==> src/hdl/tga_rle_pixel_encoder_core_assert.svh <==
// Assertion macros for the TGA RLE encoder core.
`ifndef TGA_RLE_PIXEL_ENCODER_CORE_ASSERT_SVH
`define TGA_RLE_PIXEL_ENCODER_CORE_ASSERT_SVH

// Same-cycle implication, sampled on i_clk, off during reset.
`define TRE_ASSERT_NOW(label, ante, cons, msg) \
    label: assert property (@(posedge i_clk) disable iff (!i_rst_n) (ante) |-> (cons)) \
        else $error(msg);

// Next-cycle implication, sampled on i_clk, off during reset.
`define TRE_ASSERT_NEXT(label, ante, cons, msg) \
    label: assert property (@(posedge i_clk) disable iff (!i_rst_n) (ante) |=> (cons)) \
        else $error(msg);

`endif

==> src/hdl/tre_pkg.sv <==
// Shared types, constants and helpers of the TGA RLE encoder.
`default_nettype none

package tre_pkg;

    localparam int PIX_W          = 32;
    localparam int LANES          = 4;
    localparam int LANE_W         = 2;
    localparam int BPP_W          = 3;
    localparam int HDR_W          = 8;
    localparam int PCNT_W         = 3;
    localparam int DEF_MAX_PACKET = 128;
    localparam int APB_DW         = 32;
    localparam int ADDR_W         = 3;

    localparam logic [HDR_W-1:0]  RUN_BIAS  = 8'd127;
    localparam logic [BPP_W-1:0]  BPP_RESET = 3'd4;

    // register index field of paddr
    localparam logic [ADDR_W-3:0] REG_BPP_IDX = '0;

    // packet modes
    localparam logic [1:0] MODE_UNDEC = 2'd0;
    localparam logic [1:0] MODE_RAW   = 2'd1;
    localparam logic [1:0] MODE_RUN   = 2'd2;

    typedef struct packed {
        logic              we;
        logic              re;
        logic [LANE_W-1:0] wr_lane;
    } t_store_ctl;

    // byte mask for the compared and emitted bytes; 0 acts as 1, above 4 as 4
    function automatic logic [PIX_W-1:0] f_mask(input logic [BPP_W-1:0] bpp);
        logic [PIX_W-1:0] m;
        unique case (bpp)
            3'd0, 3'd1: m = 32'h0000_00FF;
            3'd2:       m = 32'h0000_FFFF;
            3'd3:       m = 32'h00FF_FFFF;
            default:    m = 32'hFFFF_FFFF;
        endcase
        return m;
    endfunction

endpackage

`default_nettype wire

==> src/hdl/tre_apb_regs.sv <==
// APB register file: bytes_per_pixel.
`default_nettype none

module tre_apb_regs import tre_pkg::*; (
    input  wire               i_clk,
    input  wire               i_rst_n,
    input  wire               psel,
    input  wire               penable,
    input  wire               pwrite,
    input  wire [ADDR_W-1:0]  paddr,
    input  wire [APB_DW-1:0]  pwdata,
    output logic [APB_DW-1:0] prdata,
    output logic              pready,
    output logic [BPP_W-1:0]  o_bpp
);

    logic [BPP_W-1:0] r_bpp;
    logic             hit;

    assign hit    = (paddr[ADDR_W-1:2] == REG_BPP_IDX);
    assign pready = 1'b1;
    assign prdata = hit ? APB_DW'(r_bpp) : '0;
    assign o_bpp  = r_bpp;

    always_ff @(posedge i_clk) begin
        if (!i_rst_n) begin
            r_bpp <= BPP_RESET;
        end else if (psel && penable && pwrite && hit) begin
            r_bpp <= pwdata[BPP_W-1:0];
        end
    end

endmodule

`default_nettype wire

==> config.mk <==
export PLATFORM = sky130hd
export DESIGN_NAME = tre_apb_regs
export DESIGN_NICKNAME = d
export VERILOG_FILES = /design/src/hdl/tga_rle_pixel_encoder_core_assert.svh /design/src/hdl/tre_pkg.sv /design/src/hdl/tre_apb_regs.sv
export SDC_FILE = /design/constraint.sdc
export NUM_CORES = 1
export LEC_CHECK = 0
export ABC_AREA = 1
export ABC_CLOCK_PERIOD_IN_PS = 800
export BUFFER_PORTS_ARGS = -buffer_cell sky130_fd_sc_hd__buf_4
export CORE_MARGIN = 2
export CORE_UTILIZATION = 25
export CTS_CLUSTER_SIZE = 16
export DETAILED_ROUTE_END_ITERATION = 7
export HOLD_SLACK_MARGIN = 0.03
export MAX_ROUTING_LAYER = met4
export PLACE_DENSITY_LB_ADDON = 0.1
export SYNTH_ARGS = -nofsm -noshare
export SYNTH_HDL_FRONTEND = slang
export SYNTH_SLANG_ARGS = --single-unit
==> constraint.sdc <==
create_clock -name i_clk -period 0.8 [get_ports i_clk]
set_input_delay 0.04 -clock i_clk [delete_from_list [all_inputs] [get_ports i_clk]]
set_output_delay 0.04 -clock i_clk [all_outputs]
set_load 0.02 [all_outputs]
### Word-level counts from Yosys, hierarchy flattened

Cells that the tools add are included.

| word-level totals | value |
|---|---|
| flip-flop bits (word level) | 3 |
| output and inout port bits | 36 |

| operators by class | value |
|---|---|
| bitwise gates (word level) | 1 |
| multiplexer cells | 1 |
| reduce and logical (&&, ||, !) cells | 3 |

Operators with widths:

| kind | number |
|---|---|
| logical AND 1 bit | 3 |
| 2-to-1 mux 3 bit | 1 |
| inverter 1 bit | 1 |

### Longest topological paths before layout

| depth | value |
|---|---|
| word-level depth | 3 |
| gate-level depth with buffers | 5 |
| mapped depth without buffers | 5 |

### Least setup slack after synthesis

No wires, ideal clock.

| path | value |
|---|---|
| path kind | flip-flop to output port |
| start point | reg r_bpp[0] (netlist: o_bpp[0]) |
| end point | out prdata[0] |
| slack | -0.022 ns |
| data arrival time | 0.782 ns |
| data required time | 0.760 ns |
| cell stages (with the launch flop) | 3 |
| cell sequence | dfxtp_1 > inv_1 > nor2_1 |

| on the way | value |
|---|---|
| longest elaborated chain between the ends | 1 |

RTL lines:

| element | RTL line | source |
|---|---|---|
| start: declaration | tre_apb_regs.sv:17 | `logic [BPP_W-1:0] r_bpp;` |
| start signal: assignment | tre_apb_regs.sv:29 | `r_bpp <= pwdata[BPP_W-1:0];` |
| 2-to-1 mux 3 bit | tre_apb_regs.sv:22 | `assign prdata = hit ? APB_DW'(r_bpp) : '0;` |
| end: declaration | tre_apb_regs.sv:12 | `output logic [APB_DW-1:0] prdata,` |

Every way passes these cells.

### Worst setup path after layout

| path | value |
|---|---|
| start point | reg r_bpp[1] (netlist: o_bpp[1]) |
| end point | out prdata[1] |

Same word-level chain as after synthesis.

==> key figures <==
Place
  • HPWL Detailed: 546 um
  • Port Buf Inserts: 14
  • Final weighted congestion in routability-driven placement: 0.698

Power and ir drop
  • Static leakage: 0.000294 uW
  • P per Cell Area: 1320 nW/um^2
  • Post-layout power: 680 uW
  • Max VDD drop: 0.000385 V

Timing
  • Period minus WS final: 850 ps
  • Fin worst setup slack: -49.8 ps
  • Tcrit/Tclk final: 106%
  • Final hold vios: 0
  • Final setup violation count: 5
  • Fmax achieved: 1180 MHz
  • Final Skew: 0 ps
  • Unrepaired setup endpoints after global routing: true
  • Final Max Tran Viols: 0
  • Min Hold Slack: 139 ps

Layout
  • Area Growth Syn to Fin: 24.5%
  • Flip-flop count of the largest register after layout: 3
  • ANT cells: 0
  • FILL cells: 192
  • Share of cells above drive strength 1: 39.5%
  • Final nets: 122

Critical path
  • Worst setup path startpoint: o_bpp[1]
  • CP required: 760 ps
  • Worst R2R Path Depth: 2
  • Reg2reg end: o_bpp[2]
  • Reg2reg setup slack: 210 ps
  • CP Class: reg -> out
  • Critical-path top delay cell: dfxtp_2
  • Worst-path maximum fanout: 3
  • CP startpoint kind: flip-flop
  • Arrival time of the worst setup path: 810 ps
  • Setup crit end kind: primary output
  • Reg2reg start: o_bpp[2]
  • Crit path to: prdata[1]
  • CP peak stage delay: 330 ps
  • Worst-path cell chain: inv_2 -> nor2_4 -> buf_6

Synthesis
  • Yosys top cell area share: 54.5%
  • Synth Instances: 61
  • Post-Syn Area: 413 sq um
  • Synth Register Bits: 3
  • Syn avg cell area: 6.77 sq um
  • Top-count cell post-synth: buf_4
  • Register area share after synthesis: 14.5%
  • Post-synth EDFFs: 0
  • Unique cell type count in the Yosys netlist: 13
  • Yosys Warn Count: 0
  • Synth top area cells: buf_4 (55%), dfxtp_1 (15%), nor2_1 (7.3%), inv_1 (4.5%), nand3_1 (3.6%)
  • Synth Flop Type: dfxtp_1
  • Synth cell count leaders: buf_4 (30), nor2_1 (8), inv_1 (5)
  • Area leader, netlist: buf_4
  • Async set-or-reset flop fraction in the synthesized netlist: 0%

Clocking
  • Htree depth: 1
  • Clock Latency Late Sink: 230 ps
  • CTS buffer count: 3
  • Deepest clock path buffer count: 2
  • # clock sinks: 3
  • Clock root buffer: clkbuf_4
  • Clock slew at reported path FFs: 40 ps
  • CTS tree: done

GRT
  • Global Route Usage Sum: 6.86%
  • Initial antenna violation count: 0
  • First-pass GRT wire length: 890 um
  • Largest net degree at the start of global routing: 6
  • Grt ovf: 0
  • Vias in the first global route: 237

Outcome
  • Status: finished, violations left
  • Failing checks: setup timing

Die
  • Chip height: 44.6 um
  • Placement Rows: 14
  • Core area: 1520 sq um
  • Die width: 44.6 um
  • Die Area: 1990 sq um
  • Top Ports: 76
  • Initial Utilization: 27.1%

Detailed routing
  • DRC viols: 0
  • Wire per inst: 6.38 um
  • 1st-pass router iterations: 4
  • Routed vias/inst: 3.04
  • Final wirelength: 619 um
  • DR iter-0 viols: 5
  • Via Count: 295
  • Final ANT Viol Nets: 0

Hold path
  • Hold Crit Class: in -> reg

Run
  • Max Cap Viol: 0
[report_power, final]
group	switching, uW	total, uW	internal, uW
Combinational	182	251	69.2
Sequential	4.33	161	157
Clock	80.4	268	187
Total	267	680	413
[through the flow]
stage,area (sq um),worst slack (ps),TNS [ps],utilization (%),std cells
2_1_floorplan,526,50.2,0,-,89
3_3_place_gp,425,157,0,27.9,89
3_5_place_dp,425,146,0,27.9,89
4_1_cts,475,-75.2,-205,31.2,95
5_1_grt,514,-97.6,-420,33.7,97
6_report,514,-49.8,-219,33.7,97
[routing by layer]
metal | global-route usage [%] | share of wire [%]
met1 | 6.80 | 35
met2 | 9.28 | 51
met3 | 2.04 | 14
met4 | 9.09 | 0
met5 | - | 0
[worst min path at each step]
stage	from	to	slack, ps	depth (start not counted)
floorplan	i_rst_n	o_bpp[2]	120	1
global placement	pwdata[2]	o_bpp[2]	260	3
detailed placement	pwdata[2]	o_bpp[2]	260	3
CTS	pwdata[0]	o_bpp[0]	130	5
global route	pwdata[1]	o_bpp[1]	180	5
finish	pwdata[0]	o_bpp[0]	140	5
[repair_timing]
item                       CTS  global route
hold buffers                 2             0
setup buffers                0             2
hold endpoints to repair     1             0
pin swaps                    0             1
resized for setup            3             9
setup endpoints to repair    3             3
[logic make-up (layout without fill, tap and decap cells)]
| kind of cell | Yosys count | after routing | synth area share [%] |
|---|---|---|---|
| compound gates | 1 | 1 | 1.21 |
| buf+inv | 38 | 30 | 61.8 |
| flops | 3 | 3 | 14.5 |
| other cells | 2 | 30 | 1.82 |
| simple gates | 17 | 17 | 20.6 |
[worst max-delay path, delay by kind of cell (launching register included)]
kind,cells,cell delay [ps]
buf+inv,2,150
flops,1,330
simple gates,1,90
[cell type report]
class                      count  area (sq um)  share of cell area (%)
multi-input combinational     48           215                    41.8
timing repair buffer          18           159                    30.9
sequential                     3          63.8                    12.4
inverter                       8          30.0                    5.84
clock buffer                   4          26.3                    5.11
tap                           16          20.0                    3.89
[placed cells by master, fill, tap and decap left out]
| master | count |
|---|---|
| dlygate4sd3_1 | 2 |
| o21ai_0 | 1 |
| nor2_1 | 5 |
| buf_4 | 11 |
| conb_1 | 30 |
| nand2_1 | 3 |
| clkbuf_1 | 1 |
| buf_6 | 5 |
| nor2_2 | 2 |
| inv_2 | 4 |
| nand3_1 | 3 |
| clkbuf_4 | 3 |
| nor2_4 | 2 |
| nand2_4 | 1 |
| nand2_2 | 1 |
| dfxtp_2 | 3 |
| clkinv_1 | 2 |
| inv_1 | 2 |
(Power assumes the default switching activity.)
