**src/hdl/tga_rle_pixel_encoder_core_assert.svh**
```systemverilog
// Assertion macros for the TGA RLE encoder core.
`ifndef TGA_RLE_PIXEL_ENCODER_CORE_ASSERT_SVH
`define TGA_RLE_PIXEL_ENCODER_CORE_ASSERT_SVH

// Same-cycle implication, sampled on i_clk, off during reset.
`define TRE_ASSERT_NOW(label, ante, cons, msg) \
    label: assert property (@(posedge i_clk) disable iff (!i_rst_n) (ante) |-> (cons)) \
        else $error(msg);

// Next-cycle implication, sampled on i_clk, off during reset.
`define TRE_ASSERT_NEXT(label, ante, cons, msg) \
    label: assert property (@(posedge i_clk) disable iff (!i_rst_n) (ante) |=> (cons)) \
        else $error(msg);

`endif

```
**src/hdl/tre_pkg.sv**
```systemverilog
// Shared types, constants and helpers of the TGA RLE encoder.
`default_nettype none

package tre_pkg;

    localparam int PIX_W          = 32;
    localparam int LANES          = 4;
    localparam int LANE_W         = 2;
    localparam int BPP_W          = 3;
    localparam int HDR_W          = 8;
    localparam int PCNT_W         = 3;
    localparam int DEF_MAX_PACKET = 128;
    localparam int APB_DW         = 32;
    localparam int ADDR_W         = 3;

    localparam logic [HDR_W-1:0]  RUN_BIAS  = 8'd127;
    localparam logic [BPP_W-1:0]  BPP_RESET = 3'd4;

    // register index field of paddr
    localparam logic [ADDR_W-3:0] REG_BPP_IDX = '0;

    // packet modes
    localparam logic [1:0] MODE_UNDEC = 2'd0;
    localparam logic [1:0] MODE_RAW   = 2'd1;
    localparam logic [1:0] MODE_RUN   = 2'd2;

    typedef struct packed {
        logic              we;
        logic              re;
        logic [LANE_W-1:0] wr_lane;
    } t_store_ctl;

    // byte mask for the compared and emitted bytes; 0 acts as 1, above 4 as 4
    function automatic logic [PIX_W-1:0] f_mask(input logic [BPP_W-1:0] bpp);
        logic [PIX_W-1:0] m;
        unique case (bpp)
            3'd0, 3'd1: m = 32'h0000_00FF;
            3'd2:       m = 32'h0000_FFFF;
            3'd3:       m = 32'h00FF_FFFF;
            default:    m = 32'hFFFF_FFFF;
        endcase
        return m;
    endfunction

endpackage

`default_nettype wire

```
**src/hdl/tre_raw_store.sv**
```systemverilog
// Raw pixel store: four lane banks, one write and one row read per cycle.
`default_nettype none

module tre_raw_store import tre_pkg::*; #(
    parameter int  MAX_PACKET = DEF_MAX_PACKET,
    localparam int ROWS       = (MAX_PACKET + LANES - 1) / LANES,
    localparam int RW         = (ROWS > 1) ? $clog2(ROWS) : 1
) (
    input  wire              i_clk,
    input  t_store_ctl       i_ctl,
    input  wire [RW-1:0]     i_wr_row,
    input  wire [PIX_W-1:0]  i_wr_data,
    input  wire [RW-1:0]     i_rd_row,
    output logic [PIX_W-1:0] o_rd_data [LANES]
);

    logic [PIX_W-1:0] mem [LANES][ROWS];
    logic [PIX_W-1:0] r_rd_data [LANES];

    // entry i sits in lane i%4, row i/4
    always_ff @(posedge i_clk) begin
        if (i_ctl.we) begin
            mem[i_ctl.wr_lane][i_wr_row] <= i_wr_data;
        end
        if (i_ctl.re) begin
            for (int k = 0; k < LANES; k++) begin
                r_rd_data[k] <= mem[k][i_rd_row];
            end
        end
    end

    assign o_rd_data = r_rd_data;

endmodule

`default_nettype wire

```
**config.mk**
```make
export PLATFORM = sky130hd
export DESIGN_NAME = tre_raw_store
export DESIGN_NICKNAME = d
export VERILOG_FILES = /design/src/hdl/tga_rle_pixel_encoder_core_assert.svh /design/src/hdl/tre_pkg.sv /design/src/hdl/tre_raw_store.sv
export SDC_FILE = /design/constraint.sdc
export NUM_CORES = 2
export LEC_CHECK = 0
export BUFFER_PORTS_ARGS = -buffer_cell sky130_fd_sc_hd__buf_2
export CORE_MARGIN = 3
export CORE_UTILIZATION = 38
export CTS_BUF_LIST = sky130_fd_sc_hd__clkbuf_2 sky130_fd_sc_hd__clkbuf_4 sky130_fd_sc_hd__clkbuf_8
export CTS_CLUSTER_DIAMETER = 120
export DETAILED_ROUTE_END_ITERATION = 6
export GPL_ROUTABILITY_DRIVEN = 0
export PLACE_DENSITY = 0.54
export SLEW_MARGIN = 5
export SYNTH_ARGS = -nofsm -noshare
export SYNTH_HDL_FRONTEND = slang
export SYNTH_SLANG_ARGS = --single-unit
```
**constraint.sdc**
```tcl
create_clock -name i_clk -period 9.1 [get_ports i_clk]
set_clock_uncertainty 0.05 [all_clocks]
set_input_delay 1.365 -clock i_clk [delete_from_list [all_inputs] [get_ports i_clk]]
set_output_delay 1.365 -clock i_clk [all_outputs]
set_load 0.005 [all_outputs]
```
## Word-level counts from Yosys, hierarchy flattened

Memories as Yosys holds them, arrays and structs flattened.
Cells that the tools add are included.
Widths: inputs -> output; s select.

- Register bits after elaboration: 128
- Output and inout port bits: 128
- Memory bits (writable): 4096
- Memories: 1
- Input port bits: 47
- Word-level logic and storage cells: 27

Memory list:

| name | words | width | rd ports | clocked after memory_dff | write ports | line | RTL |
|---|---|---|---|---|---|---|---|
| mem | 4 | 1024 | 4 | 0 | 1 | tre_raw_store.sv:17 | `logic [PIX_W-1:0] mem [LANES][ROWS];` |

- Bitwise operators: 2
- Magnitude comparators: 3
- Reduce and logical (&&, ||, !) cells: 1
- Mux-type cells: 16

Operators with widths:

| cell | count |
|---|---|
| $mux 1024 | 1 |
| $bmux 32 s5 | 4 |
| $mux 32 | 9 |
| $demux 32 s5 | 1 |
| $ge 6x6->1 const B | 2 |
| $not 5->6 | 2 |
| $lt 6x1->1 const B | 1 |
| $logic_and 1x1->1 | 1 |
| $mux 1 | 1 |

## Logic depth before layout (Yosys ltp)

- Word-level depth: 6
- Depth in mapped cells: 9
- Gate-level depth less buffers: 4

## Worst setup path before layout

Ideal clock, no wire load.

- Kind: in2reg
- From: input port i_wr_row[1]
- To: memory mem[3][224] in the netlist's numbering (enable)
- Library setup time: 421 ps
- Path slack: 5132 ps
- Arrival time: 3497 ps
- Stages on the path: 3
- Path through: nor3b_1 nand2_1 nor2_1

- Cells in the longest elaborated chain, start to end: 6

Ends and longest elaborated chain:

| element | line | RTL |
|---|---|---|
| from (decl) | tre_raw_store.sv:11 | `input wire [RW-1:0] i_wr_row,` |
| $not 5->6 (implied by the code) (*) | tre_raw_store.sv:23 | `mem[i_ctl.wr_lane][i_wr_row] <= i_wr_data;` |
| $ge 6x6->1 (implied by the code) or $lt 6x1->1 (tied branches) | tre_raw_store.sv:23 |  |
| $logic_and 1x1->1 (implied by the code) | tre_raw_store.sv:23 |  |
| $mux 32 (implied by the code) | tre_raw_store.sv:23 |  |
| $demux 32 s5 (*) | tre_raw_store.sv:23 |  |
| $mux 1024 (implied by the code) (*) | tre_raw_store.sv:23 |  |
| to (decl) | tre_raw_store.sv:17 |  |

Mark *: on every way between the ends. The rest lies on a longest branch, timed or not.

## Worst setup path after layout

- From: input port i_rd_row[0]
- To: register r_rd_data (netlist bit o_rd_data[107]), data pin

- Cells in the longest elaborated chain, start to end: 4

Ends and longest elaborated chain:

| element | line | RTL |
|---|---|---|
| from (decl) | tre_raw_store.sv:13 | `input wire [RW-1:0] i_rd_row,` |
| $not 5->6 (implied by the code) | tre_raw_store.sv:27 | `r_rd_data[k] <= mem[k][i_rd_row];` |
| $bmux 32 s5 | tre_raw_store.sv:27 |  |
| $mux 32 (implied by the code) (2 in series) | tre_raw_store.sv:27 |  |
| to (signal, indexed assignment) | tre_raw_store.sv:27 |  |
| to (decl) | tre_raw_store.sv:18 | `logic [PIX_W-1:0] r_rd_data [LANES];` |

Every way passes these cells. The select of a mux whose other input is x is not followed.
A chain may end at the register's enable or synchronous reset.

==> out/metrics.cfg <==
[final_layout]
final_area_mm2 = 0.1794
areaGrowthSynthToFinish_pct = 14.11
final_cells = 13400
nets = 7451
drive_above_1_share_pct = 31.87

[grt]
grt_pass1_vias = 78920
gr-total-overflow = 0
grt_pass1_wl_mm = 624.7
grt_max_degree = 140
antenna_found_initial = 38
grt_use_total_pct = 21.01

[sta]
period_share_pct = 43.47
tns_ps = 0
fmax_mhz = 252.8
rsz0062_at_grt = no
tightest_slew_ps = 1294
hold_viol_final = 0
max-slew-margin-rel_pct = 13.75
setup_viol = 0
slew_viol_final = 0
period_needed_ps = 3956

[floorplan]
dieArea_mm2 = 0.4216
num_rows = 235
die_x_um = 649.3
fp.dieH_um = 649.3
start_util_pct = 38.28
top_level_ports = 175
core_area_mm2 = 0.4108

[detailed_routing]
num_vias = 77070
drtPass1Iterations = 5
drc = 0
vias_per_cell = 5.752
drt_iter0_drc = 9103
avgRoutedWirePerCell_um = 33.67
wl_mm = 451.2
postRouteAntennaNets = 0

[clocking]
cts_sinks = 4224
post_cts_buffers = 0
cts_resized = 0
path_clk_slew_ps = 60
clockRootBuffer = clkbuf_8
cts_buffers = 686
insertion_delay_ps = 1190
cts_tree = built
cts-hold-fix-buffers = 0
htree_levels = 6
clockBufferDepth = 4

[synthesis]
syn_avg_cell_area_um2 = 23.54
ys_seq_area_share_pct = 80.66
yosys_warnings = 0
synthCells = 6681
syn-num-nets = 6728
syn_area_mm2 = 0.1573
synth.distinct_cells = 27
synth.top_cell.area_share_pct = 80.66
yosysTopAreaCell = edfxtp_1
ys_seq_elements = 4224
synth_area_leaders = edfxtp_1 (81%), mux4_2 (13%), o22ai_1 (1.6%)

[setup_path]
critPathRequiredTime_ps = 9970
cp-start-kind = primary input
cp_max_fo = 86
timing_worst_setup_path_type = in -> reg
cp-end-kind = flop
crit_arrival_ps = 4830

[worst_hold_path]
hold_class = in -> reg

[place]
placed_cell_area_mm2 = 0.1661
port_buffers = 174
hpwl_mm = 216.4
dp.cells = 12170

[pwr]
power.total_mw = 39.39
ir_drop_mv = 0.1495
p_per_area_mw_per_mm2 = 219.5
p_leak_nw = 55.63

[job]
maxCapViolCount = 0

[outcome]
status = complete, no violations

final timing paths:
check	from	end	slack (ps)	cells after the start
worst max-delay path	i_rd_row[0]	o_rd_data[107]	5140	6
worst min-delay path	i_wr_data[25]	mem[0][89]	500	1
worst max register to register	mem[1][792]	o_rd_data[88]	7030	3
worst min register to register	mem[3][313]	o_rd_data[25]	700	3
critical path: stages:
cell and delay (ps):
buf_12 500, buf_4 930, buf_4 840, mux4_2 600, o22ai_1 230, nor4_1 100
layout by cell type, fill, tap and decap left out, types with 2 or more instances in the layout:
cell type,instances
a22oi_1,168
and3_1,2
and3b_1,3
buf_12,15
buf_2,139
buf_4,252
bufinv_16,18
clkbuf_4,232
clkbuf_8,689
clkinv_1,158
clkinv_2,58
clkinv_8,11
clkinvlp_4,14
diode_2,18
edfxtp_1,4224
inv_6,13
inv_8,18
mux2i_1,224
mux4_2,912
nand2_1,35
nand2_4,3
nand2b_4,3
nand3_1,56
nand4_1,28
nor2_1,2
nor2_4,131
nor2b_4,3
nor3b_1,4
nor4_1,96
nor4_2,4
o22ai_1,400
or2_4,2
cell families after synthesis:
kind of cell	count (synthesis)	synth area share (%)
compound gates	568	2.393
buf+inv	372	1.246
flops	4224	80.66
mux	1136	14.49
simple gates	381	1.213
through the flow:
stage | hold slack [ps] | util [%] | setup slack, ps
6_report | 499.8 | 43.69 | 5144
5_1_grt | 407.4 | 43.68 | 4863
4_1_cts | 356.6 | 43.68 | 5138
3_5_place_dp | 713.7 | 40.44 | 3793
3_3_place_gp | 699.4 | 40.44 | 3543
2_1_floorplan | 673.7 | - | 5132
synth_stat cells, drive strengths merged:
cell type / instances
or3: 1
edfxtp: 4224
nor2b: 3
and3b: 4
nand3b: 1
or2: 2
nor3b: 5
nor2: 133
nand4: 28
a22oi: 168
or3b: 1
nand2: 38
mux2i: 224
mux4: 912
and2: 1
nand3: 57
and3: 3
buf: 242
nor3: 1
clkbuf: 130
nand2b: 3
o22ai: 400
nor4: 100
power breakdown:
part	switching (mW)	total (mW)	leakage, nW	internal (mW)
combinational	1.08	1.65	10.6	0.575
clock	7.53	16.1	7.01	8.56
sequential	0.0833	21.7	38.1	21.6
sequential cells by signal, indices dropped and copies added (netlist names):
signal	flops
o_rd_data	128
mem	4096
cell type report:
type	count	area, µm²
repair buffers	407	2903
diodes	18	45.04
clock buffers	921	11220
multi-input cells	2085	29560
fillers	34870	231300
clock inverters	292	2049
well taps	5451	6820
flip-flops and latches	4224	126800
metal layers:
metal	global-route usage, %	part of all wire, %	up-vias
li1	-	-	30460
met3	2.939	7.2	659
met1	29.63	41	42500
met4	5.491	2.3	2
met5	0	0.0018	-
met2	34.46	49	3446
No activity file was read; power rests on OpenSTA's default activity.
