**src/hdl/tga_rle_pixel_encoder_core_assert.svh**
```systemverilog
// Assertion macros for the TGA RLE encoder core.
`ifndef TGA_RLE_PIXEL_ENCODER_CORE_ASSERT_SVH
`define TGA_RLE_PIXEL_ENCODER_CORE_ASSERT_SVH

// Same-cycle implication, sampled on i_clk, off during reset.
`define TRE_ASSERT_NOW(label, ante, cons, msg) \
    label: assert property (@(posedge i_clk) disable iff (!i_rst_n) (ante) |-> (cons)) \
        else $error(msg);

// Next-cycle implication, sampled on i_clk, off during reset.
`define TRE_ASSERT_NEXT(label, ante, cons, msg) \
    label: assert property (@(posedge i_clk) disable iff (!i_rst_n) (ante) |=> (cons)) \
        else $error(msg);

`endif

```
**src/hdl/tre_pkg.sv**
```systemverilog
// Shared types, constants and helpers of the TGA RLE encoder.
`default_nettype none

package tre_pkg;

    localparam int PIX_W          = 32;
    localparam int LANES          = 4;
    localparam int LANE_W         = 2;
    localparam int BPP_W          = 3;
    localparam int HDR_W          = 8;
    localparam int PCNT_W         = 3;
    localparam int DEF_MAX_PACKET = 128;
    localparam int APB_DW         = 32;
    localparam int ADDR_W         = 3;

    localparam logic [HDR_W-1:0]  RUN_BIAS  = 8'd127;
    localparam logic [BPP_W-1:0]  BPP_RESET = 3'd4;

    // register index field of paddr
    localparam logic [ADDR_W-3:0] REG_BPP_IDX = '0;

    // packet modes
    localparam logic [1:0] MODE_UNDEC = 2'd0;
    localparam logic [1:0] MODE_RAW   = 2'd1;
    localparam logic [1:0] MODE_RUN   = 2'd2;

    typedef struct packed {
        logic              we;
        logic              re;
        logic [LANE_W-1:0] wr_lane;
    } t_store_ctl;

    // byte mask for the compared and emitted bytes; 0 acts as 1, above 4 as 4
    function automatic logic [PIX_W-1:0] f_mask(input logic [BPP_W-1:0] bpp);
        logic [PIX_W-1:0] m;
        unique case (bpp)
            3'd0, 3'd1: m = 32'h0000_00FF;
            3'd2:       m = 32'h0000_FFFF;
            3'd3:       m = 32'h00FF_FFFF;
            default:    m = 32'hFFFF_FFFF;
        endcase
        return m;
    endfunction

endpackage

`default_nettype wire

```
**src/hdl/tre_if.sv**
```systemverilog
// Stream interfaces: pixel input channel and packet result channel.
`default_nettype none

interface tre_pix_if import tre_pkg::*; ();
    logic             valid;
    logic             ready;
    logic [PIX_W-1:0] pixel;
    logic             final_pixel;

    modport source (output valid, pixel, final_pixel, input ready);
    modport sink   (input valid, pixel, final_pixel, output ready);
endinterface

interface tre_pkt_if import tre_pkg::*; ();
    logic              valid;
    logic              ready;
    logic              header_valid;
    logic [HDR_W-1:0]  header_byte;
    logic [PCNT_W-1:0] pixel_count;
    logic [PIX_W-1:0]  pixel_a;
    logic [PIX_W-1:0]  pixel_b;
    logic [PIX_W-1:0]  pixel_c;
    logic [PIX_W-1:0]  pixel_d;
    logic              final_of_step;
    logic              image_done;

    modport source (output valid, header_valid, header_byte, pixel_count,
                    pixel_a, pixel_b, pixel_c, pixel_d, final_of_step, image_done,
                    input ready);
    modport sink   (input valid, header_valid, header_byte, pixel_count,
                    pixel_a, pixel_b, pixel_c, pixel_d, final_of_step, image_done,
                    output ready);
endinterface

`default_nettype wire

```
**src/hdl/tre_encoder.sv**
```systemverilog
// Packet decision logic, emit sequencer and output register.
`default_nettype none

module tre_encoder import tre_pkg::*; #(
    parameter int  MAX_PACKET = DEF_MAX_PACKET,
    localparam int CW         = $clog2(MAX_PACKET + 1),
    localparam int ROWS       = (MAX_PACKET + LANES - 1) / LANES,
    localparam int RW         = (ROWS > 1) ? $clog2(ROWS) : 1
) (
    input  wire              i_clk,
    input  wire              i_rst_n,
    input  wire [BPP_W-1:0]  i_bpp,
    tre_pix_if.sink          i_pix,
    tre_pkt_if.source        o_pkt,
    output t_store_ctl       o_st_ctl,
    output logic [RW-1:0]    o_wr_row,
    output logic [PIX_W-1:0] o_wr_data,
    output logic [RW-1:0]    o_rd_row,
    input  wire [PIX_W-1:0]  i_rd_data [LANES]
);

    localparam logic [1:0] S_IDLE = 2'd0;
    localparam logic [1:0] S_RD   = 2'd1;
    localparam logic [1:0] S_RAW  = 2'd2;
    localparam logic [1:0] S_RUN  = 2'd3;

    // packet state
    logic [PIX_W-1:0]  r_prev;
    logic [CW-1:0]     r_count;
    logic [1:0]        r_mode;

    // sequencer
    logic [1:0]        r_state;
    logic [CW-1:0]     r_job_cnt;
    logic [PIX_W-1:0]  r_job_pix;
    logic              r_job2_vld;
    logic              r_job2_run;
    logic [CW-1:0]     r_job2_cnt;
    logic [PIX_W-1:0]  r_job2_pix;
    logic              r_final;
    logic [CW-1:0]     r_left;
    logic [RW-1:0]     r_row;
    logic              r_first;

    // output register
    logic              r_o_vld;
    logic              r_o_hv;
    logic [HDR_W-1:0]  r_o_hb;
    logic [PCNT_W-1:0] r_o_pc;
    logic [PIX_W-1:0]  r_o_px [LANES];
    logic              r_o_fs;
    logic              r_o_id;

    // step decode
    logic              accept;
    logic [PIX_W-1:0]  mask;
    logic [PIX_W-1:0]  pix_m;
    logic [PIX_W-1:0]  prev_m;
    logic              same;
    logic [CW-1:0]     cnt_inc;
    logic              j1_vld;
    logic              j1_run;
    logic [CW-1:0]     j1_cnt;
    logic [PIX_W-1:0]  j1_pix;
    logic              st_we;
    logic [CW-1:0]     widx;
    logic [CW-1:0]     n_count;
    logic [1:0]        n_mode;
    logic              flush;

    // emit
    logic              slot_free;
    logic [7:0]        left8;
    logic              last_chunk;
    logic [PCNT_W-1:0] chunk;
    logic              rd_re;
    logic [RW-1:0]     rd_row;
    logic              load;
    logic              job_done;
    logic              res_hv;
    logic [HDR_W-1:0]  res_hb;
    logic [PCNT_W-1:0] res_pc;
    logic [PIX_W-1:0]  res_px [LANES];
    logic              res_fs;
    logic              res_id;

    assign i_pix.ready = (r_state == S_IDLE);
    assign accept      = i_pix.valid && i_pix.ready;

    always_comb begin
        mask    = f_mask(i_bpp);
        pix_m   = i_pix.pixel & mask;
        prev_m  = r_prev & mask;
        same    = (pix_m == prev_m);
        cnt_inc = r_count + CW'(1);
        j1_vld  = 1'b0;
        j1_run  = 1'b0;
        j1_cnt  = r_count;
        j1_pix  = r_prev;
        st_we   = 1'b0;
        widx    = '0;
        n_count = r_count;
        n_mode  = r_mode;
        priority if (r_count == '0) begin
            st_we   = 1'b1;
            n_count = CW'(1);
            n_mode  = MODE_UNDEC;
        end else if (r_mode == MODE_RUN) begin
            if (same) begin
                n_count = cnt_inc;
            end else begin
                // close the run with the pixel it was built on
                j1_vld  = 1'b1;
                j1_run  = 1'b1;
                st_we   = 1'b1;
                n_count = CW'(1);
                n_mode  = MODE_UNDEC;
            end
        end else if (r_mode == MODE_RAW) begin
            if (same) begin
                // last raw pixel moves into the new run
                j1_vld  = 1'b1;
                j1_cnt  = r_count - CW'(1);
                n_count = CW'(2);
                n_mode  = MODE_RUN;
            end else begin
                st_we   = 1'b1;
                widx    = r_count;
                n_count = cnt_inc;
            end
        end else begin
            n_count = CW'(2);
            if (same) begin
                n_mode = MODE_RUN;
            end else begin
                st_we  = 1'b1;
                widx   = CW'(1);
                n_mode = MODE_RAW;
            end
        end
        flush = (n_count == CW'(MAX_PACKET)) || i_pix.final_pixel;
    end

    assign o_st_ctl.we      = accept && st_we;
    assign o_st_ctl.re      = rd_re;
    assign o_st_ctl.wr_lane = widx[LANE_W-1:0];
    assign o_wr_row         = RW'(widx >> LANE_W);
    assign o_wr_data        = pix_m;
    assign o_rd_row         = rd_row;

    always_comb begin
        slot_free  = !r_o_vld || o_pkt.ready;
        left8      = 8'(r_left);
        last_chunk = (left8 <= 8'(LANES));
        chunk      = last_chunk ? PCNT_W'(left8) : PCNT_W'(LANES);
        rd_re      = 1'b0;
        rd_row     = r_row;
        load       = 1'b0;
        job_done   = 1'b0;
        res_hv     = 1'b0;
        res_hb     = '0;
        res_pc     = '0;
        for (int k = 0; k < LANES; k++) begin
            res_px[k] = '0;
        end
        unique case (r_state)
            S_IDLE: begin
            end
            S_RD: begin
                rd_re  = 1'b1;
                rd_row = '0;
            end
            S_RAW: begin
                if (slot_free) begin
                    load   = 1'b1;
                    res_hv = r_first;
                    res_hb = r_first ? (8'(r_job_cnt) - 8'd1) : '0;
                    res_pc = chunk;
                    for (int k = 0; k < LANES; k++) begin
                        res_px[k] = (PCNT_W'(k) < chunk) ? i_rd_data[k] : '0;
                    end
                    if (last_chunk) begin
                        job_done = 1'b1;
                    end else begin
                        // prefetch the next row while this one goes out
                        rd_re  = 1'b1;
                        rd_row = r_row + RW'(1);
                    end
                end
            end
            S_RUN: begin
                if (slot_free) begin
                    load      = 1'b1;
                    res_hv    = 1'b1;
                    res_hb    = 8'(r_job_cnt) + RUN_BIAS;
                    res_pc    = PCNT_W'(1);
                    res_px[0] = r_job_pix;
                    job_done  = 1'b1;
                end
            end
        endcase
        res_fs = job_done && !r_job2_vld;
        res_id = res_fs && r_final;
    end

    always_ff @(posedge i_clk) begin
        if (!i_rst_n) begin
            r_state    <= S_IDLE;
            r_o_vld    <= 1'b0;
            r_prev     <= '0;
            r_count    <= '0;
            r_mode     <= MODE_UNDEC;
            r_job2_vld <= 1'b0;
        end else begin
            if (load) begin
                r_o_vld <= 1'b1;
            end else if (o_pkt.ready) begin
                r_o_vld <= 1'b0;
            end
            unique case (r_state)
                S_IDLE: begin
                    if (accept) begin
                        r_prev  <= pix_m;
                        r_count <= flush ? '0 : n_count;
                        r_mode  <= flush ? MODE_UNDEC : n_mode;
                        r_final <= i_pix.final_pixel;
                        if (j1_vld) begin
                            r_job_cnt  <= j1_cnt;
                            r_job_pix  <= j1_pix;
                            r_job2_vld <= flush;
                            r_job2_run <= (n_mode == MODE_RUN);
                            r_job2_cnt <= n_count;
                            r_job2_pix <= pix_m;
                            r_state    <= j1_run ? S_RUN : S_RD;
                        end else if (flush) begin
                            r_job_cnt  <= n_count;
                            r_job_pix  <= pix_m;
                            r_job2_vld <= 1'b0;
                            r_state    <= (n_mode == MODE_RUN) ? S_RUN : S_RD;
                        end
                    end
                end
                S_RD: begin
                    r_left  <= r_job_cnt;
                    r_row   <= '0;
                    r_first <= 1'b1;
                    r_state <= S_RAW;
                end
                S_RAW: begin
                    if (load && !job_done) begin
                        r_left  <= r_left - CW'(LANES);
                        r_row   <= r_row + RW'(1);
                        r_first <= 1'b0;
                    end
                end
                S_RUN: begin
                end
            endcase
            if (job_done) begin
                if (r_job2_vld) begin
                    r_job_cnt  <= r_job2_cnt;
                    r_job_pix  <= r_job2_pix;
                    r_job2_vld <= 1'b0;
                    r_state    <= r_job2_run ? S_RUN : S_RD;
                end else begin
                    r_state <= S_IDLE;
                end
            end
        end
    end

    always_ff @(posedge i_clk) begin
        if (load) begin
            r_o_hv <= res_hv;
            r_o_hb <= res_hb;
            r_o_pc <= res_pc;
            r_o_px <= res_px;
            r_o_fs <= res_fs;
            r_o_id <= res_id;
        end
    end

    assign o_pkt.valid         = r_o_vld;
    assign o_pkt.header_valid  = r_o_hv;
    assign o_pkt.header_byte   = r_o_hb;
    assign o_pkt.pixel_count   = r_o_pc;
    assign o_pkt.pixel_a       = r_o_px[0];
    assign o_pkt.pixel_b       = r_o_px[1];
    assign o_pkt.pixel_c       = r_o_px[2];
    assign o_pkt.pixel_d       = r_o_px[3];
    assign o_pkt.final_of_step = r_o_fs;
    assign o_pkt.image_done    = r_o_id;

endmodule

`default_nettype wire

```
**src/flat_wrapper.sv**
```systemverilog
// flat-port wrapper written by rule: the top's interface ports become plain ports
module tre_encoder_flat import tre_pkg::*;
#(
    parameter int  MAX_PACKET = DEF_MAX_PACKET,
    localparam int CW         = $clog2(MAX_PACKET + 1),
    localparam int ROWS       = (MAX_PACKET + LANES - 1) / LANES,
    localparam int RW         = (ROWS > 1) ? $clog2(ROWS) : 1
)
  (i_clk, i_rst_n, i_bpp, o_st_ctl, o_wr_row, o_wr_data, o_rd_row, i_rd_data, i_pix_valid, i_pix_pixel, i_pix_final_pixel, i_pix_ready, o_pkt_valid, o_pkt_header_valid, o_pkt_header_byte, o_pkt_pixel_count, o_pkt_pixel_a, o_pkt_pixel_b, o_pkt_pixel_c, o_pkt_pixel_d, o_pkt_final_of_step, o_pkt_image_done, o_pkt_ready);
  tre_pix_if i_pix_i ();
  tre_pkt_if o_pkt_i ();
  input  wire i_clk;
  input  wire i_rst_n;
  input  wire [BPP_W-1:0] i_bpp;
  output t_store_ctl o_st_ctl;
  output logic [RW-1:0] o_wr_row;
  output logic [PIX_W-1:0] o_wr_data;
  output logic [RW-1:0] o_rd_row;
  input  wire [PIX_W-1:0] i_rd_data[LANES];
  input wire logic [$bits(i_pix_i.valid)-1:0] i_pix_valid;
  input wire logic [$bits(i_pix_i.pixel)-1:0] i_pix_pixel;
  input wire logic [$bits(i_pix_i.final_pixel)-1:0] i_pix_final_pixel;
  output wire logic [$bits(i_pix_i.ready)-1:0] i_pix_ready;
  output wire logic [$bits(o_pkt_i.valid)-1:0] o_pkt_valid;
  output wire logic [$bits(o_pkt_i.header_valid)-1:0] o_pkt_header_valid;
  output wire logic [$bits(o_pkt_i.header_byte)-1:0] o_pkt_header_byte;
  output wire logic [$bits(o_pkt_i.pixel_count)-1:0] o_pkt_pixel_count;
  output wire logic [$bits(o_pkt_i.pixel_a)-1:0] o_pkt_pixel_a;
  output wire logic [$bits(o_pkt_i.pixel_b)-1:0] o_pkt_pixel_b;
  output wire logic [$bits(o_pkt_i.pixel_c)-1:0] o_pkt_pixel_c;
  output wire logic [$bits(o_pkt_i.pixel_d)-1:0] o_pkt_pixel_d;
  output wire logic [$bits(o_pkt_i.final_of_step)-1:0] o_pkt_final_of_step;
  output wire logic [$bits(o_pkt_i.image_done)-1:0] o_pkt_image_done;
  input wire logic [$bits(o_pkt_i.ready)-1:0] o_pkt_ready;
  assign i_pix_i.valid = i_pix_valid;
  assign i_pix_i.pixel = i_pix_pixel;
  assign i_pix_i.final_pixel = i_pix_final_pixel;
  assign i_pix_ready = i_pix_i.ready;
  assign o_pkt_valid = o_pkt_i.valid;
  assign o_pkt_header_valid = o_pkt_i.header_valid;
  assign o_pkt_header_byte = o_pkt_i.header_byte;
  assign o_pkt_pixel_count = o_pkt_i.pixel_count;
  assign o_pkt_pixel_a = o_pkt_i.pixel_a;
  assign o_pkt_pixel_b = o_pkt_i.pixel_b;
  assign o_pkt_pixel_c = o_pkt_i.pixel_c;
  assign o_pkt_pixel_d = o_pkt_i.pixel_d;
  assign o_pkt_final_of_step = o_pkt_i.final_of_step;
  assign o_pkt_image_done = o_pkt_i.image_done;
  assign o_pkt_i.ready = o_pkt_ready;
  tre_encoder #(.MAX_PACKET(MAX_PACKET)) u_core (.i_clk(i_clk), .i_rst_n(i_rst_n), .i_bpp(i_bpp), .i_pix(i_pix_i), .o_pkt(o_pkt_i), .o_st_ctl(o_st_ctl), .o_wr_row(o_wr_row), .o_wr_data(o_wr_data), .o_rd_row(o_rd_row), .i_rd_data(i_rd_data));
endmodule
```
**config.mk**
```make
export PLATFORM = sky130hd
export DESIGN_NAME = tre_encoder_flat
export DESIGN_NICKNAME = d
export VERILOG_FILES = /design/src/hdl/tga_rle_pixel_encoder_core_assert.svh /design/src/hdl/tre_pkg.sv /design/src/hdl/tre_if.sv /design/src/hdl/tre_encoder.sv /design/src/flat_wrapper.sv
export SDC_FILE = /design/constraint.sdc
export NUM_CORES = 1
export LEC_CHECK = 0
export BUFFER_PORTS_ARGS = -buffer_cell sky130_fd_sc_hd__buf_2
export CORE_MARGIN = 4
export CORE_UTILIZATION = 40
export DETAILED_ROUTE_END_ITERATION = 8
export MAX_ROUTING_LAYER = met4
export SETUP_SLACK_MARGIN = 0.1
export SLEW_MARGIN = 20
export SYNTH_ARGS = -nofsm -noshare
export SYNTH_HDL_FRONTEND = slang
export SYNTH_SLANG_ARGS = --single-unit
export TNS_END_PERCENT = 10
```
**constraint.sdc**
```tcl
create_clock -name i_clk -period 14.8 [get_ports i_clk]
set_input_delay 2.96 -clock i_clk [delete_from_list [all_inputs] [get_ports i_clk]]
set_output_delay 2.96 -clock i_clk [all_outputs]
set_load 0.05 [all_outputs]
```
# --- After elaboration in Yosys (flattened, before gate mapping) ---
# Index checks and enable logic that the tools add are counted.
classes:
  n_addsub: 6
  n_lt_le_gt_ge: 5
  n_eq_ne: 14
  n_mux: 94
  bitwise: 2
  n_reduce_logical: 26
ops:
  columns: ["cell", "n"]
  rows:
  - ["2-to-1 mux 32 bit", 11]
  - ["2-to-1 mux 8 bit", 20]
  - ["2-to-1 mux 128 bit", 1]
  - ["case mux 32 bit (3 select lines)", 1]
  - ["AND 32 bit", 2]
  - ["case mux 32 bit (2 select lines)", 1]
  - ["== test 32 bit", 1]
  - ["case mux 8 bit (2 select lines)", 2]
  - ["2-to-1 mux 2 bit", 15]
  - ["2-to-1 mux 7 bit", 4]
  - ["2-to-1 mux 1 bit", 26]
  - ["case mux 5 bit (2 select lines)", 2]
  - ["AND reduction 3 bit", 6]
  - ["subtractor 8 x 1 -> 8 bit, second input constant", 2]
  - ["2-to-1 mux 5 bit", 3]
  - ["adder 8 x 1 -> 8 bit, second input constant", 1]
  - ["adder 8 x 7 -> 8 bit, second input constant", 1]
  - ["== test 2 bit, second input constant", 4]
  - ["== test 8 bit, second input constant", 1]
  - ["less-or-equal comparator 8 x 3 -> 1 bit, second input constant", 1]
  - ["logical NOT 8 bit", 1]
  - ["case mux 1 bit (2 select lines)", 4]
  - ["subtractor 8 x 3 -> 8 bit, second input constant", 1]
  - ["== test 3 x 2 -> 1 bit, second input constant", 2]
  - ["other kinds (21)", 34]
totals:
  ff_bits: 284
  inputBits: 168
  out_inout_bits: 190

# --- Logic depth before layout (Yosys ltp) ---
# Gate-level depths: netlist of the first run.
logic_depth:
  ltp_word: 17
  depth_mapped: 16
  depth_no_buf: 15

# --- Worst setup path before layout of the first run ---
# Ideal clock, no wire load.
synth_timing:
  kind: "input to output"
  startpoint: "input i_pix_pixel[10]"
  endpoint: "output o_st_ctl[0] (netlist bit)"
  t_arrival_ps: 5171
  required_ps: 11840
  path_slack_ps: 6669
  cell_stages: 9
  path_buffers: 0
  cell_sequence: "xor2_1 nor4_2 a21boi_1 o21ai_2 nand2_1 inv_2 nor2_1 nor2_1 a311oi_1"
synth_lines:
  columns: ["item", "line", "source"]
  rows:
  - ["from (decl)", "flat_wrapper.sv:21", "input wire logic [$bits(i_pix_i.pixel)-1:0] i_pix_pixel;"]
  - ["to (decl)", "flat_wrapper.sv:15", "output t_store_ctl o_st_ctl;"]

==> impl_metrics.env, run 1 <==
export IMPL_status="completed"
export IMPL_met3_length_um=3080
export IMPL_finalCriticalPeriod_ns=8.16
export IMPL_ys_flop_type="edfxtp_1"
export IMPL_end_kind="output port"
export IMPL_holdBufCountCts=0
export IMPL_ir_drop_mv=0.0924
export IMPL_portBuffers=357
export IMPL_fp_dieH_um=191
export IMPL_synthDistinctLibCells=71
export IMPL_fin_worst_skew_ns=0.0172
export IMPL_first_global_vias=9630
export IMPL_setup_tns_ns=0
export IMPL_path_cells="buf_2 -> xor2_1 -> nor4_1 -> nand4_1 -> o21ai_2 -> nand2_1 -> ha_1 -> nand2b_1 -> a311oi_1 -> buf_2"
export IMPL_yosysTopAreaCellShare_pct=53.4
export IMPL_htree_levels=2
export IMPL_cts_setup_buffers=0
export IMPL_synth_edf_count=238
export IMPL_dieArea_mm2=0.0365
export IMPL_synth_top_cell_by_area="edfxtp_1"
export IMPL_critical_path_max_stage_delay_ns=0.63
export IMPL_power_density_mw_per_mm2=167
export IMPL_grt_pass1_wl_um=59700
export IMPL_drc=0
export IMPL_switching_power_mw=1.01
export IMPL_critPathLaunch="i_pix_pixel[25]"
export IMPL_post_route_util_pct=50.7
export IMPL_clock_sinks=284
export IMPL_crit_type="in2out"
export IMPL_start_util_pct=40.8
export IMPL_wl_per_cell_um=20.9
export IMPL_area_growth_pct=24.1
export IMPL_coreArea_mm2=0.0328
export IMPL_grt_max_degree=82
export IMPL_ys_top_cells_by_area="edfxtp_1, dfxtp_1, and2_1"
export IMPL_p_seq_share_pct=39.6
export IMPL_tritoncts="built"
export IMPL_clk_pin_slew_worst_paths_ns=0.06
export IMPL_combPwrFrac_pct=29.9
export IMPL_path_max_fanout=6
export IMPL_drive_gt1_share_pct=32.3
export IMPL_crit_top_cell="buf_2"
export IMPL_finalMaxSlewViolations=0
export IMPL_rows=66
export IMPL_postLayoutCellArea_mm2=0.0166
export IMPL_totalPowerFinal_mw=2.77
export IMPL_crit_arrival_ns=5.20
export IMPL_yosysSeqAreaShare_pct=60.3
export IMPL_rsz0062_at_grt="false"
export IMPL_track_usage_pct=21.8
export IMPL_place_area_mm2=0.0155
export IMPL_p_int_mw=1.75
export IMPL_syn_inst=1152
export IMPL_numCtsBuffers=34
export IMPL_yosysWarnings=0
export IMPL_cp_start_kind="input port"
export IMPL_viasPerCell=5.16
export IMPL_p_sw_share_pct=36.6
export IMPL_worstReg2RegStart="u_core.j1_pix[25]"
export IMPL_finalSetupViolCount=0
export IMPL_synthArstFlopShare_pct=0
export IMPL_holdCritStartpoint="u_core.j1_pix[1]"
export IMPL_clockRootBuffer="clkbuf_16"
export IMPL_routed_wl_um=40700
export IMPL_gr_total_overflow=0
export IMPL_synth_area_mm2=0.0134
export IMPL_ys_seq_elements=284
export IMPL_clockBufferDepth=3
export IMPL_top_layer="met4"
export IMPL_final_hold_viol_count=0
export IMPL_antenna_left=0
export IMPL_io_pin_count=358
export IMPL_dp_hpwl_um=29000
export IMPL_grt_antenna_before_repair=11
export IMPL_met2_wirelength_um=20000
export IMPL_fin_crit_sh_pct=55.1
export IMPL_dr_total_vias=10100
export IMPL_tightest_slew_ns=1.11
export IMPL_postSynthAreaPerCell_um2=11.6
export IMPL_mappedNetlistNets=1334
export IMPL_drtIter0Drc=522
export IMPL_cpMaxStageDelayCell="nor4_1"
export IMPL_required_ns=11.84
export IMPL_dieWidth_um=191
export IMPL_fmax_mhz=123
export IMPL_cts_resized=0
export IMPL_maxCapViolCount=0
export IMPL_static_leakage_power_nw=6.69
export IMPL_power_frac_clock_pct=30.6
export IMPL_layout_nets=1657
export IMPL_slew_headroom_pct=25.5
export IMPL_worstSkewPairLatency_ns=0.51
export IMPL_hold_path_class="reg2reg"
export IMPL_dr_pass1_iters=5
export IMPL_wl_met1_um=16800
export IMPL_routabilityCongestion=0.853
==> layout by cell type, fill, tap and decap left out, types with 7 or more instances in the layout <==
cell type and count:
o221ai_1 12, dfxtp_1 46, ha_1 14, o21ai_1 13, o31ai_1 10, o21ai_2 9
a31oi_1 10, nand2b_1 18, xnor2_1 14, nand3_1 14, nor4_1 17, nor3_1 13
inv_1 27, edfxtp_1 238, o21ai_0 8, xor2_1 41, o221a_2 11, mux2_2 13
o221ai_2 7, a22o_1 40, nand2_1 117, clkbuf_16 35, buf_4 12, nor2_1 95
a21oi_1 64, buf_2 357, clkbuf_1 8, diode_2 10, and2_1 124, clkinv_2 7
==> critical path: cells and delay by family <==
| kind | cells | cell delay, ns |
|---|---|---|
| buffers and inverters | 2 | 0.34 |
| adder cells (fa/ha/maj) | 1 | 0.26 |
| AND/OR/NAND/NOR | 4 | 1.19 |
| AO/OA/AOI/OAI | 2 | 0.30 |
| XOR/XNOR | 1 | 0.13 |
==> Yosys cell counts (all sizes together), types with 10 or more instances <==
cell / number
nor2: 98
nand2b: 18
mux2: 13
dfxtp: 46
xnor2: 14
edfxtp: 238
ha: 14
and2: 124
a21oi: 66
o221a: 11
buf: 34
a22o: 40
inv: 29
nor4: 20
xor2: 41
nand2: 121
a31oi: 10
o221ai: 19
nand3: 15
o21ai: 30
clkbuf: 48
o31ai: 10
nor3: 17
==> area by class of cell <==
cell class              instances  area [µm²]
clock inverters                16         210
diodes                         10        25.0
flip-flops and latches        284        8070
repair buffers                369        1880
well taps                     442         553
inverters                      29         109
fillers                      3032       16200
clock buffers                  43         906
multi-input cells             757        4860
==> sequential cells by signal, indices dropped and copies added (netlist names), 32 cells and up <==
name and flops:
u_core.o_pkt.pixel_b 32, u_core.r_job2_pix 32, u_core.j1_pix 32, u_core.o_pkt.pixel_d 32, u_core.r_job_pix 32, u_core.o_pkt.pixel_c 32
u_core.o_pkt.pixel_a 32
==> routing by layer <==
| layer | vias to the layer above | GRT usage [%] |
|---|---|---|
| met5 | - | - |
| met4 | 0 | 5.39 |
| met3 | 55 | 4.93 |
| met2 | 373 | 36.3 |
| met1 | 4812 | 27.4 |
| li1 | 4816 | - |
==> metrics by stage <==
| stage | hold slack, ns | worst slack (ns) | std cells |
|---|---|---|---|
| finish | 0.480 | 6.64 | 1950 |
| global route | 0.502 | 6.52 | 1950 |
| CTS | 0.482 | 6.69 | 1940 |
| detailed placement | 0.473 | 6.69 | 1881 |
| global placement | 0.471 | 6.69 | 1881 |
| floorplan | 0.459 | 6.67 | 1152 |
==> kinds of logic after synthesis <==
family	count (synthesis)	share of synthesized area, %
DFF	284	60.3
muxes	16	1.32
buffers and inverters	111	3.69
xor gates and xnor gates	55	3.60
adders and majority gates	14	1.31
and+or+nand+nor	443	16.8
AOI/OAI and AO/OA	229	13.0
==> worst paths after layout <==
kind / cells after the start / slack (ns) / endpoint
setup / recovery: 10 / 6.64 / o_st_ctl[0]
hold / removal: 2 / 0.48 / u_core.j1_pix[1]
setup reg to reg: 9 / 10.11 / u_core.r_job2_pix[18]
hold reg to reg: 2 / 0.48 / u_core.j1_pix[1]
==> power by group through the flow <==
stage	logic, mW	registers [mW]	clock network [mW]
2_1_floorplan	0.348	1.38	0
3_3_place_gp	0.830	1.11	0
3_5_place_dp	0.834	1.11	0
4_1_cts	0.837	1.09	0.865
5_1_grt	0.880	1.11	0.900
6_report	0.826	1.09	0.846
Note: power is estimated with default switching activity, not from simulation.
==> inputs of run 2 (changes only) <==
PLACE_DENSITY = 0.66   (was not set)
clock period = 6.8 ns   (was 14.8 ns; I/O delays follow)
==> run 2 against run 1 <==
Effect of this change: via count rose by 1.9%; global-route usage is 0.29 points higher; sequential power up 120%; non-clock buffer count up 2; design area fell by 0.37%; clock skew up 0.0028 ns; hold slack better by 0.0021 ns; die area did not move; combinational power increased by 120%; largest cell class unchanged; largest power group unchanged.
==> impl_metrics.env, run 2 (synthesized netlist as in run 1, its figures left out) <==
export IMPL_grt_pass1_wl_um=60400
export IMPL_io_pin_count=358
export IMPL_finalSetupViolCount=0
export IMPL_multi_input_area_mm2=0.00486
export IMPL_portBuffers=357
export IMPL_p_seq_share_pct=40.1
export IMPL_routed_wl_um=41500
export IMPL_regArea_mm2=0.00807
export IMPL_grt_max_degree=63
export IMPL_rsz0062_at_grt="false"
export IMPL_switching_power_mw=2.21
export IMPL_layout_nets=1656
export IMPL_hold_path_cell_count=2
export IMPL_drive_gt1_share_pct=32.2
export IMPL_final_common_cell="buf_2"
export IMPL_p_sw_share_pct=37.2
export IMPL_antenna_left=0
export IMPL_crit_arrival_ns=3.78
export IMPL_end_kind="output port"
export IMPL_dr_total_vias=10200
export IMPL_status="completed"
export IMPL_gr_total_overflow=0
export IMPL_track_usage_pct=22.1
export IMPL_cts_setup_buffers=0
export IMPL_wl_per_cell_um=21.4
export IMPL_reg2reg_slack_ns=2.28
export IMPL_setup_ws_ns=1.66
export IMPL_area_growth_pct=23.6
export IMPL_power_density_mw_per_mm2=359
export IMPL_fmax_mhz=195
export IMPL_static_leakage_power_nw=6.66
export IMPL_clk_pin_slew_worst_paths_ns=0.06
export IMPL_final_cell_mix="buf_2, edfxtp_1, and2_1"
export IMPL_fin_worst_skew_ns=0.0200
export IMPL_r2r_cells=15
export IMPL_final_hold_viol_count=0
export IMPL_fp_dieH_um=191
export IMPL_drtIter0Drc=704
export IMPL_dr_pass1_iters=5
export IMPL_cp_start_kind="input port"
export IMPL_clockBufferDepth=3
export IMPL_path_max_fanout=12
export IMPL_clock_sinks=284
export IMPL_routabilityCongestion=0.917
export IMPL_rows=66
export IMPL_first_global_vias=9784
export IMPL_slew_headroom_pct=28.9
export IMPL_combPwrFrac_pct=30.5
export IMPL_maxCapViolCount=0
export IMPL_drc=0
export IMPL_coreArea_mm2=0.0328
export IMPL_required_ns=5.44
export IMPL_power_frac_clock_pct=29.4
export IMPL_finalCriticalPeriod_ns=5.14
export IMPL_tightest_slew_ns=1.06
export IMPL_reg2reg_to="u_core.r_job_pix[10]"
export IMPL_dp_hpwl_um=30400
export IMPL_cts_resized=0
export IMPL_p_int_mw=3.74
export IMPL_place_ws_ns=1.26
export IMPL_numCtsBuffers=31
export IMPL_worstSkewPairLatency_ns=0.57
export IMPL_holdCritStartpoint="u_core.j1_pix[4]"
export IMPL_fin_crit_sh_pct=75.5
export IMPL_tritoncts="built"
export IMPL_finalMaxSlewViolations=0
export IMPL_ir_drop_mv=0.213
export IMPL_crit_type="in2out"
export IMPL_viasPerCell=5.27
export IMPL_fillers=2956
export IMPL_dieArea_mm2=0.0365
export IMPL_start_util_pct=40.8
export IMPL_htree_levels=1
export IMPL_dieWidth_um=191
export IMPL_grt_antenna_before_repair=3
export IMPL_holdBufCountCts=0
export IMPL_hold_path_class="reg2reg"
export IMPL_hold_end="u_core.j1_pix[4]"
export IMPL_clockRootBuffer="clkbuf_16"
export IMPL_worstReg2RegStart="u_core.j1_pix[8]"
export IMPL_setup_tns_ns=0
==> run 2: cell types whose count changed in the layout (fill, tap and decap cells not counted), sizes merged <==
| cell | change |
|---|---|
| buf | +2 |
| diode | -8 |
| clkbuf | -2 |
| clkinvlp | +1 |
| inv | -1 |
| clkinv | +1 |
==> run 2: power groups by stage <==
stage                     Combinational (mW)  Sequential [mW]  Clock (mW)
after floorplan                        0.756             3.01           0
after global placement                  1.81             2.42           0
after detailed placement                1.82             2.42           0
after CTS                               1.83             2.39        1.78
after global routing                    1.92             2.41        1.85
final                                   1.81             2.39        1.75
==> run 2: worst max path at each step <==
stage | depth (start not counted) | slack [ns] | to | startpoint
floorplan | 3 | 1.52 | u_core.o_pkt.final_of_step | o_pkt_ready
global placement | 16 | 1.39 | u_core.r_job_pix[11] | i_pix_pixel[8]
detailed placement | 16 | 1.26 | u_core.r_job_pix[10] | i_pix_pixel[8]
CTS | 10 | 1.66 | o_st_ctl[0] | i_bpp[2]
global route | 10 | 1.50 | o_st_ctl[0] | i_bpp[2]
finish | 10 | 1.66 | o_st_ctl[0] | i_bpp[2]
==> run 2: metrics by stage <==
stage / hold slack, ns / instances / utilization [%] / power (mW) / cell area [µm²]
2_1_floorplan: 0.459 / 1152 / - / 3.77 / 13400
3_3_place_gp: 0.469 / 1883 / 47.2 / 4.23 / 15500
3_5_place_dp: 0.478 / 1883 / 47.2 / 4.24 / 15500
4_1_cts: 0.486 / 1941 / 50.4 / 5.99 / 16500
5_1_grt: 0.510 / 1943 / 50.5 / 6.19 / 16500
6_report: 0.482 / 1943 / 50.5 / 5.95 / 16500
==> run 2: final cells by class <==
class | count | share of cell area [%]
antenna | 2 | 0.0302
clock buffer | 41 | 5.04
clock inverter | 17 | 1.36
inverter | 29 | 0.658
multi-input combinational | 757 | 29.4
sequential | 284 | 48.7
tap | 442 | 3.34
timing repair buffer | 371 | 11.4
==> run 2: layer usage <==
layer / up-vias / track usage [%] / wire length [µm]
met3: 58 / 4.22 / 3340
met5: - / - / 0
li1: 4814 / - / -
met2: 401 / 37.8 / 20800
met1: 4976 / 27.0 / 16300
met4: 0 / 6.27 / 1090
==> run 2: worst max-delay path, cell delays in order <==
cell      delay, ns
buf_2          0.23
a21o_1         0.33
a21boi_1       0.37
nor2_1         0.19
nand2_1        0.24
inv_2          0.11
nor2_1         0.15
nor2_1         0.06
a311oi_1       0.39
buf_2          0.35
